[src/hdl/round_robin_process_scheduler_top_defines.svh]
// assertion macros for the round-robin scheduler
// no dependencies; included by the files that carry assertions
`ifndef ROUND_ROBIN_PROCESS_SCHEDULER_TOP_DEFINES_SVH
`define ROUND_ROBIN_PROCESS_SCHEDULER_TOP_DEFINES_SVH

// property holds at every edge out of reset
`define RR_ASSERT_ALWAYS(label, clk, rst_n, expr) \
	label: assert property (@(posedge clk) disable iff (!rst_n) (expr)) \
		else $error("assertion failed");

// antecedent implies consequent in the next cycle
`define RR_ASSERT_NEXT(label, clk, rst_n, ante, cons) \
	label: assert property (@(posedge clk) disable iff (!rst_n) (ante) |=> (cons)) \
		else $error("assertion failed");

`endif

[src/hdl/rr_sched_pkg.sv]
// shared types and constants of the round-robin scheduler
// no dependencies; imported by every module of the block
package rr_sched_pkg;

	localparam int QUEUE_DEPTH = 16;
	localparam int PID_BITS    = 8;
	localparam int CNT_W       = $clog2(QUEUE_DEPTH + 1);

	typedef logic [PID_BITS-1:0] pid_t;
	typedef logic [CNT_W-1:0]    cnt_t;

	typedef enum logic {
		CMD_ADD    = 1'b0,
		CMD_REPORT = 1'b1
	} cmd_t;

	typedef enum logic [1:0] {
		OUT_OK       = 2'd0,
		OUT_FINISHED = 2'd1,
		OUT_PAGE     = 2'd2,
		OUT_ERROR    = 2'd3
	} outcome_t;

	typedef enum logic [1:0] {
		ST_OK   = 2'd0,
		ST_FULL = 2'd1,
		ST_IDLE = 2'd2
	} status_t;

	typedef struct packed {
		logic shift;
		logic wr;
	} cell_ctrl_t;

endpackage

[src/hdl/rr_sched_cell.sv]
// one slot of the shifting ready queue
// depends on rr_sched_pkg
module rr_sched_cell (
	input  logic                     clk,
	input  rr_sched_pkg::cell_ctrl_t ctrl,
	input  rr_sched_pkg::pid_t       wr_data,
	input  rr_sched_pkg::pid_t       next_data,
	output rr_sched_pkg::pid_t       data
);
	import rr_sched_pkg::*;

	pid_t data_q;

	always_ff @(posedge clk) begin
		if (ctrl.wr) begin
			data_q <= wr_data;
		end else if (ctrl.shift) begin
			data_q <= next_data;
		end
	end

	assign data = data_q;

endmodule

[src/hdl/rr_sched_queue.sv]
// fifo ready queue built as a row of shifting cells, head in cell 0
// depends on rr_sched_pkg, rr_sched_cell and the defines header
`include "round_robin_process_scheduler_top_defines.svh"
module rr_sched_queue (
	input  logic               clk,
	input  logic               arst_n,
	input  logic               push,
	input  logic               pop,
	input  rr_sched_pkg::pid_t push_data,
	output rr_sched_pkg::pid_t head,
	output rr_sched_pkg::cnt_t count
);
	import rr_sched_pkg::*;

	cnt_t       count_q;
	cnt_t       wr_pos;
	logic       wr_en;
	pid_t       cell_data [QUEUE_DEPTH];
	pid_t       cell_next [QUEUE_DEPTH];
	cell_ctrl_t cell_ctrl [QUEUE_DEPTH];

	// a push and pop on an empty queue bypasses the cells
	assign wr_en  = push && ((count_q != '0) || !pop);
	assign wr_pos = pop ? count_q - cnt_t'(1) : count_q;

	for (genvar i = 0; i < QUEUE_DEPTH; i++) begin : g_cell
		if (i == QUEUE_DEPTH - 1) begin : g_last
			assign cell_next[i] = '0;
		end else begin : g_mid
			assign cell_next[i] = cell_data[i+1];
		end
		assign cell_ctrl[i] = '{shift: pop, wr: wr_en && (wr_pos == cnt_t'(i))};
		rr_sched_cell u_cell (
			.clk       (clk),
			.ctrl      (cell_ctrl[i]),
			.wr_data   (push_data),
			.next_data (cell_next[i]),
			.data      (cell_data[i])
		);
	end

	always_ff @(posedge clk or negedge arst_n) begin
		if (!arst_n) begin
			count_q <= '0;
		end else begin
			count_q <= count_q + cnt_t'(push) - cnt_t'(pop);
		end
	end

	assign head  = cell_data[0];
	assign count = count_q;

	`RR_ASSERT_ALWAYS(a_count_range, clk, arst_n, count_q <= cnt_t'(QUEUE_DEPTH))
	`RR_ASSERT_ALWAYS(a_no_push_full, clk, arst_n,
		!(push && !pop && (count_q == cnt_t'(QUEUE_DEPTH))))
	`RR_ASSERT_NEXT(a_count_hold, clk, arst_n, push == pop, $stable(count_q))

endmodule

[src/hdl/round_robin_process_scheduler_top.sv]
// round-robin process scheduler with time slice, top level
// depends on rr_sched_pkg, rr_sched_queue and the defines header
//
// usage
//   input channel: cmd and outcome with in_valid / in_stall; a request is
//   taken at an edge with in_valid high and in_stall low
//   output channel: assigned_pid, running_valid, running_pid and status with
//   out_valid / out_stall; one result per request
//   config channel: cfg_valid / cfg_ready with cfg_data writes time_slice;
//   cfg_ready is always high, write only while the block is idle
//   result: in the output register in the cycle after the request is taken
//   throughput: one request per cycle while the output is drained; the whole
//   step (queue push, shift of the cell row and dispatch) happens in the same cycle
//   stall: a result held by out_stall keeps in_stall high, so no request is
//   taken until that result has gone
//   reset: queue empty, nothing running, id counter zero, time_slice 2
`include "round_robin_process_scheduler_top_defines.svh"
module round_robin_process_scheduler_top (
	input  logic       clk,
	input  logic       arst_n,
	input  logic       in_valid,
	output logic       in_stall,
	input  logic       cmd,
	input  logic [1:0] outcome,
	output logic       out_valid,
	input  logic       out_stall,
	output logic [7:0] assigned_pid,
	output logic       running_valid,
	output logic [7:0] running_pid,
	output logic [1:0] status,
	input  logic       cfg_valid,
	output logic       cfg_ready,
	input  logic [7:0] cfg_data
);
	import rr_sched_pkg::*;

	logic       accept;
	logic [7:0] slice_len_q;
	pid_t       pid_cnt_q;
	logic       cur_valid_q;
	pid_t       cur_pid_q;
	logic [7:0] slice_used_q;

	logic       out_valid_q;
	pid_t       assigned_q;
	logic       running_valid_q;
	pid_t       running_pid_q;
	status_t    status_q;

	logic       push;
	logic       pop;
	pid_t       push_pid;
	pid_t       q_head;
	cnt_t       q_count;
	logic       v_mid;
	logic [8:0] slice_inc;
	logic [7:0] slice_nx;
	pid_t       pid_cnt_nx;
	pid_t       assigned_nx;
	status_t    status_nx;
	logic       cur_valid_nx;
	pid_t       cur_pid_nx;

	assign in_stall  = out_valid_q && out_stall;
	assign accept    = in_valid && !in_stall;
	assign cfg_ready = 1'b1;

	always_comb begin
		push        = 1'b0;
		push_pid    = cur_pid_q;
		v_mid       = cur_valid_q;
		slice_nx    = slice_used_q;
		slice_inc   = {1'b0, slice_used_q} + 9'd1;
		status_nx   = ST_OK;
		assigned_nx = '0;
		pid_cnt_nx  = pid_cnt_q;
		if (cmd_t'(cmd) == CMD_ADD) begin
			if (q_count == cnt_t'(QUEUE_DEPTH)) begin
				status_nx = ST_FULL;
			end else begin
				push        = 1'b1;
				push_pid    = pid_cnt_q;
				assigned_nx = pid_cnt_q;
				pid_cnt_nx  = pid_cnt_q + pid_t'(1);
			end
		end else if (!cur_valid_q) begin
			status_nx = ST_IDLE;
		end else begin
			case (outcome_t'(outcome))
				OUT_OK: begin
					if (slice_inc >= {1'b0, slice_len_q}) begin
						push  = 1'b1;
						v_mid = 1'b0;
					end else begin
						slice_nx = slice_inc[7:0];
					end
				end
				OUT_PAGE: begin
					push  = 1'b1;
					v_mid = 1'b0;
				end
				default: begin
					v_mid = 1'b0;
				end
			endcase
		end
		// dispatch the head, or the pushed id itself when the queue is empty
		pop = !v_mid && (push || (q_count != '0));
		if (pop) begin
			cur_valid_nx = 1'b1;
			cur_pid_nx   = (q_count != '0) ? q_head : push_pid;
			slice_nx     = '0;
		end else begin
			cur_valid_nx = v_mid;
			cur_pid_nx   = cur_pid_q;
		end
	end

	rr_sched_queue u_queue (
		.clk       (clk),
		.arst_n    (arst_n),
		.push      (accept && push),
		.pop       (accept && pop),
		.push_data (push_pid),
		.head      (q_head),
		.count     (q_count)
	);

	always_ff @(posedge clk or negedge arst_n) begin
		if (!arst_n) begin
			slice_len_q     <= 8'd2;
			pid_cnt_q       <= '0;
			cur_valid_q     <= 1'b0;
			cur_pid_q       <= '0;
			slice_used_q    <= '0;
			out_valid_q     <= 1'b0;
			running_valid_q <= 1'b0;
			status_q        <= ST_OK;
		end else begin
			if (cfg_valid && cfg_ready) begin
				slice_len_q <= cfg_data;
			end
			if (accept) begin
				pid_cnt_q       <= pid_cnt_nx;
				cur_valid_q     <= cur_valid_nx;
				cur_pid_q       <= cur_pid_nx;
				slice_used_q    <= slice_nx;
				out_valid_q     <= 1'b1;
				running_valid_q <= cur_valid_nx;
				status_q        <= status_nx;
			end else if (!out_stall) begin
				out_valid_q <= 1'b0;
			end
		end
	end

	always_ff @(posedge clk) begin
		if (accept) begin
			assigned_q    <= assigned_nx;
			running_pid_q <= cur_valid_nx ? cur_pid_nx : '0;
		end
	end

	assign out_valid     = out_valid_q;
	assign assigned_pid  = 8'(assigned_q);
	assign running_valid = running_valid_q;
	assign running_pid   = 8'(running_pid_q);
	assign status        = status_q;

	`RR_ASSERT_ALWAYS(a_idle_empty, clk, arst_n, cur_valid_q || (q_count == '0))
	`RR_ASSERT_NEXT(a_pid_hold, clk, arst_n, !accept, $stable(pid_cnt_q))
	`RR_ASSERT_ALWAYS(a_idle_status, clk, arst_n,
		!(out_valid_q && (status_q == ST_IDLE) && running_valid_q))

endmodule
[config.mk]
export PLATFORM = sky130hd
export DESIGN_NAME = round_robin_process_scheduler_top
export DESIGN_NICKNAME = d
export VERILOG_FILES = /design/src/hdl/rr_sched_pkg.sv /design/src/hdl/rr_sched_cell.sv /design/src/hdl/rr_sched_queue.sv /design/src/hdl/round_robin_process_scheduler_top.sv
export VERILOG_INCLUDE_DIRS = /design/src /design/src/hdl
export SDC_FILE = /design/constraint.sdc
export NUM_CORES = 1
export LEC_CHECK = 0
export ABC_AREA = 1
export BUFFER_PORTS_ARGS = -buffer_cell sky130_fd_sc_hd__buf_4
export CAP_MARGIN = 20
export CORE_UTILIZATION = 50
export DETAILED_ROUTE_END_ITERATION = 10
export PLACE_DENSITY = 0.69
export SETUP_SLACK_MARGIN = 0.3
export SYNTH_ARGS = -nofsm -noshare
export SYNTH_HDL_FRONTEND = slang
export SYNTH_HIERARCHICAL = 1
export SYNTH_SLANG_ARGS = --single-unit
[constraint.sdc]
create_clock -name clk -period 3.6 [get_ports clk]
set_input_delay 0.54 -clock clk [delete_from_list [all_inputs] [get_ports clk]]
set_output_delay 0.54 -clock clk [all_outputs]
set_load 0.01 [all_outputs]
==> out/metrics.yaml <==
status:
  status: "finished with violations"
  violations: "setup timing"
sta:
  slew_headroom_pct: 34.9
  rsz0062_at_grt: "true"
  setup_viol: 32
  tightest_slew_ps: 977
  hold_viol_final: 0
  final.setup.worst_slack_ps: -24.0
  period_minus_slack_ps: 3620
  max_freq_mhz: 276
  drv_slew: 0
  period_share_pct: 101
  tns_ps: -507
  finClkSkew_ps: 13.4
drt:
  ant_nets: 0
  vias: 6468
  drc: 0
  routed_wl_um: 18500
  firstDrtPassIters: 5
  avgRoutedWirePerCell_um: 14.4
  post_drt_via_cell_ratio: 5.06
  drtIter0Drc: 465
power:
  power.internal_w: 0.00444
  power_frac_clock_pct: 31.7
  peakVddDrop_v: 0.000458
  switchingPower_w: 0.00208
  seqPwrFrac_pct: 43.3
  p_leak_nw: 4.93
  sw_frac_of_total_pct: 31.9
  power_density_nw_per_um2: 593
  combPwrFrac_pct: 25.0
clock_tree:
  cts_root_buf: "clkbuf_16"
  cts_tree: "built"
  numCtsBuffers: 17
  clk_path_buf_depth: 2
  hold_buffers: 0
  numClockSinks: 185
  clk_pin_slew_ps: 70
  htree_levels: 4
  clock_latency_ps: 440
place:
  place_congestion: 0.788
  port_buffers: 36
  dp.cells: 1215
  place_area_um2: 9730
  hpwl_um: 11800
global_routing:
  grt_antenna_before_repair: 0
  grt-ovfl-total: 0
  track_usage_pct: 20.7
  grt_pass1_wl_um: 29600
  grtUsageMet2_pct: 35.4
  grt.busiest_layer: "met2"
  grt_use_met3_pct: 3.93
  grt_max_degree: 42
  grt_pass1_vias: 6193
  grtUsageMet1_pct: 26.0
floorplanning:
  core_um2: 17500
  chipWidth_um: 137
  dieArea_um2: 18600
  start_util_pct: 51.8
  io_pins: 38
  rows: 48
  die_h_um: 137
cells_and_area:
  drive_gt1_share_pct: 25.3
  final_cells: 1278
  insertedDiodeCount: 0
  fillers: 1363
  syn2layout_area_growth_pct: 21.5
  design_area_um2: 11000
  nNetsFinal: 1076
synthesis:
  syn_area_per_cell_um2: 9.66
  yosys_warnings: 6
  netlist_instances: 937
  synth_seq_cells: 185
  yosysUniqueCellTypes: 42
  syn-cell-area_um2: 9050
  yosysSeqAreaShare_pct: 59.1
critical_path:
  worstReg2RegStart: "slice_used_q[1]$_DFFE_PN0P_"
  worstPathRequired_ps: 3780
  worstPathMaxFanout: 11
  worst_setup_path_start_kind: "register"
  critPathCaptureType: "register"
  ff2ff_path_depth: 20
  timing.critical_path.arrival_ps: 3810
  rr_endpoint: "u_queue/g_cell[14].u_cell/data[4]$_DFFE_PP_"
  critPathKind: "reg -> reg"
  rrSetupSlack_ps: -20
run:
  maxCapViolCount: 0
hold_path:
  hold_path_class: "in -> async"
==> layout make-up <==
cell class	instances	area [um^2]	area share [%]
Tap cell	225	282	2.56
Clock buffer	18	429	3.90
Multi-Input combinational cell	673	3580	32.6
Sequential cell	185	5350	48.7
Clock inverter	14	219	1.99
Timing Repair Buffer	101	848	7.72
Inverter	62	284	2.58
==> synthesized netlist by cell type <==
cell type | instances | area, um^2
inv_1 | 42 | 158
nor2_8 | 1 | 20.0
edfxtp_1 | 144 | 4320
nor4_4 | 1 | 21.3
clkbuf_1 | 2 | 7.51
mux2i_1 | 2 | 20.0
or2_1 | 17 | 106
a31oi_2 | 1 | 12.5
dfrtp_1 | 40 | 1000
o21ai_0 | 9 | 45.0
mux2i_2 | 5 | 68.8
buf_12 | 1 | 20.0
nor2_4 | 2 | 22.5
a21oi_1 | 6 | 30.0
o21ai_2 | 12 | 105
nand3_4 | 2 | 35.0
nand2_2 | 7 | 43.8
conb_1 | 2 | 7.51
ha_1 | 19 | 238
nand4_1 | 2 | 12.5
buf_6 | 19 | 214
mux2_2 | 1 | 11.3
nor2_1 | 36 | 135
nand2_8 | 1 | 20.0
nand3_1 | 28 | 140
buf_4 | 1 | 7.51
dfstp_2 | 1 | 26.3
fa_1 | 1 | 20.0
nand2_4 | 3 | 33.8
xor2_1 | 14 | 123
nor4_2 | 1 | 12.5
o21ai_1 | 10 | 50.1
inv_2 | 20 | 75.1
xnor2_1 | 3 | 26.3
o31ai_1 | 2 | 15.0
nand3b_1 | 3 | 22.5
nor4_1 | 1 | 6.26
nand2_1 | 470 | 1760
buf_8 | 1 | 15.0
nor3_2 | 1 | 10.0
nand3_2 | 2 | 20.0
nor3_1 | 1 | 5.00
==> cells by family after synthesis <==
family | synth area share [%]
simple gates | 26.9
fa+ha+maj | 2.85
mux | 1.11
other cells | 0.0830
xor+xnor | 1.65
flops | 59.1
buf+inv | 5.49
compound gates | 2.85
==> what timing repair did <==
item,4_1_cts,5_1_grt
setup buffers,17,12
gates cloned,1,1
pin swaps,10,24
gates resized for setup,44,57
setup endpoints to repair,259,268
==> registers in the layout, indices dropped and copies added, names as in the netlist <==
register	cells
slice_len_q	8
cur_pid_q	8
u_queue/g_cell.u_cell/data	128
status	2
out_valid	1
pid_cnt_q	8
running_valid	1
slice_used_q	8
assigned_pid	8
u_queue/count	5
running_pid	8
==> how the worst max path moves through the flow <==
stage / start / endpoint / slack (ps) / cells after the start
after global placement: slice_used_q[0]$_DFFE_PN0P_ / u_queue/g_cell[3].u_cell/data[1]$_DFFE_PP_ / 40 / 28
after CTS: slice_used_q[1]$_DFFE_PN0P_ / slice_used_q[7]$_DFFE_PN0P_ / 70 / 20
after floorplan: slice_used_q[2]$_DFFE_PN0P_ / u_queue/count[4]$_DFF_PN0_ / 30 / 21
after detailed placement: slice_used_q[0]$_DFFE_PN0P_ / u_queue/g_cell[3].u_cell/data[5]$_DFFE_PP_ / -50 / 26
after global routing: slice_used_q[0]$_DFFE_PN0P_ / u_queue/g_cell[14].u_cell/data[4]$_DFFE_PP_ / -220 / 21
final: slice_used_q[1]$_DFFE_PN0P_ / u_queue/g_cell[14].u_cell/data[4]$_DFFE_PP_ / -20 / 20
==> metrics by stage <==
stage | utilization [%] | hold slack [ps] | power [W] | setup WS, ps
global route | 62.9 | 119 | 0.00683 | -222
global placement | 55.7 | 475 | 0.00424 | 37.4
CTS | 61.0 | 91.4 | 0.00640 | 66.7
detailed placement | 55.7 | 482 | 0.00426 | -45.1
finish | 62.9 | 83.6 | 0.00652 | -24.0
floorplan | - | 244 | 0.00381 | 28.1
==> critical path: stages (launching register included) <==
cell and delay [ps]:
dfrtp_2 410, nand3_2 90, nand3b_1 170, nand3b_1 180
xor2_1 160, inv_1 70, ha_2 160, or2_4 230
a31oi_4 170, nand3_2 140, nand2_4 100, nand2_4 50
nand3_4 90, clkinvlp_4 130, buf_6 180, o21ai_1 310
nor2_2 100, nand2_4 130, nor2_2 50, buf_4 150
or2_4 300
==> metal layers <==
layer  part of all wire (%)  vias up  wire (um)
met5                      0        -          0
met4                    1.8        0        323
met3                    3.8       31        706
met2                     50      143       9310
met1                     44     3077       8110
li1                       -     3217          -
==> power by group through the flow <==
| stage | combinational [W] | clock [W] | sequential, W |
|---|---|---|---|
| 5_1_grt | 0.00180 | 0.00217 | 0.00286 |
| 2_1_floorplan | 0.000979 | 0 | 0.00283 |
| 3_5_place_dp | 0.00140 | 0 | 0.00286 |
| 6_report | 0.00163 | 0.00207 | 0.00282 |
| 4_1_cts | 0.00149 | 0.00209 | 0.00283 |
| 3_3_place_gp | 0.00138 | 0 | 0.00286 |
==> cell usage in the layout (no fill, tap or decap), drive strengths merged, types with 4 or more instances in the layout <==
master and count:
a21oi 6, buf 101, bufinv 5, clkbuf 18
clkinvlp 4, conb 9, dfrtp 40, edfxtp 144
ha 19, inv 64, mux2i 7, nand2 481
nand3 32, nor2 39, o21ai 31, or2 17
xor2 14
Note: power is estimated with default switching activity, not from simulation.
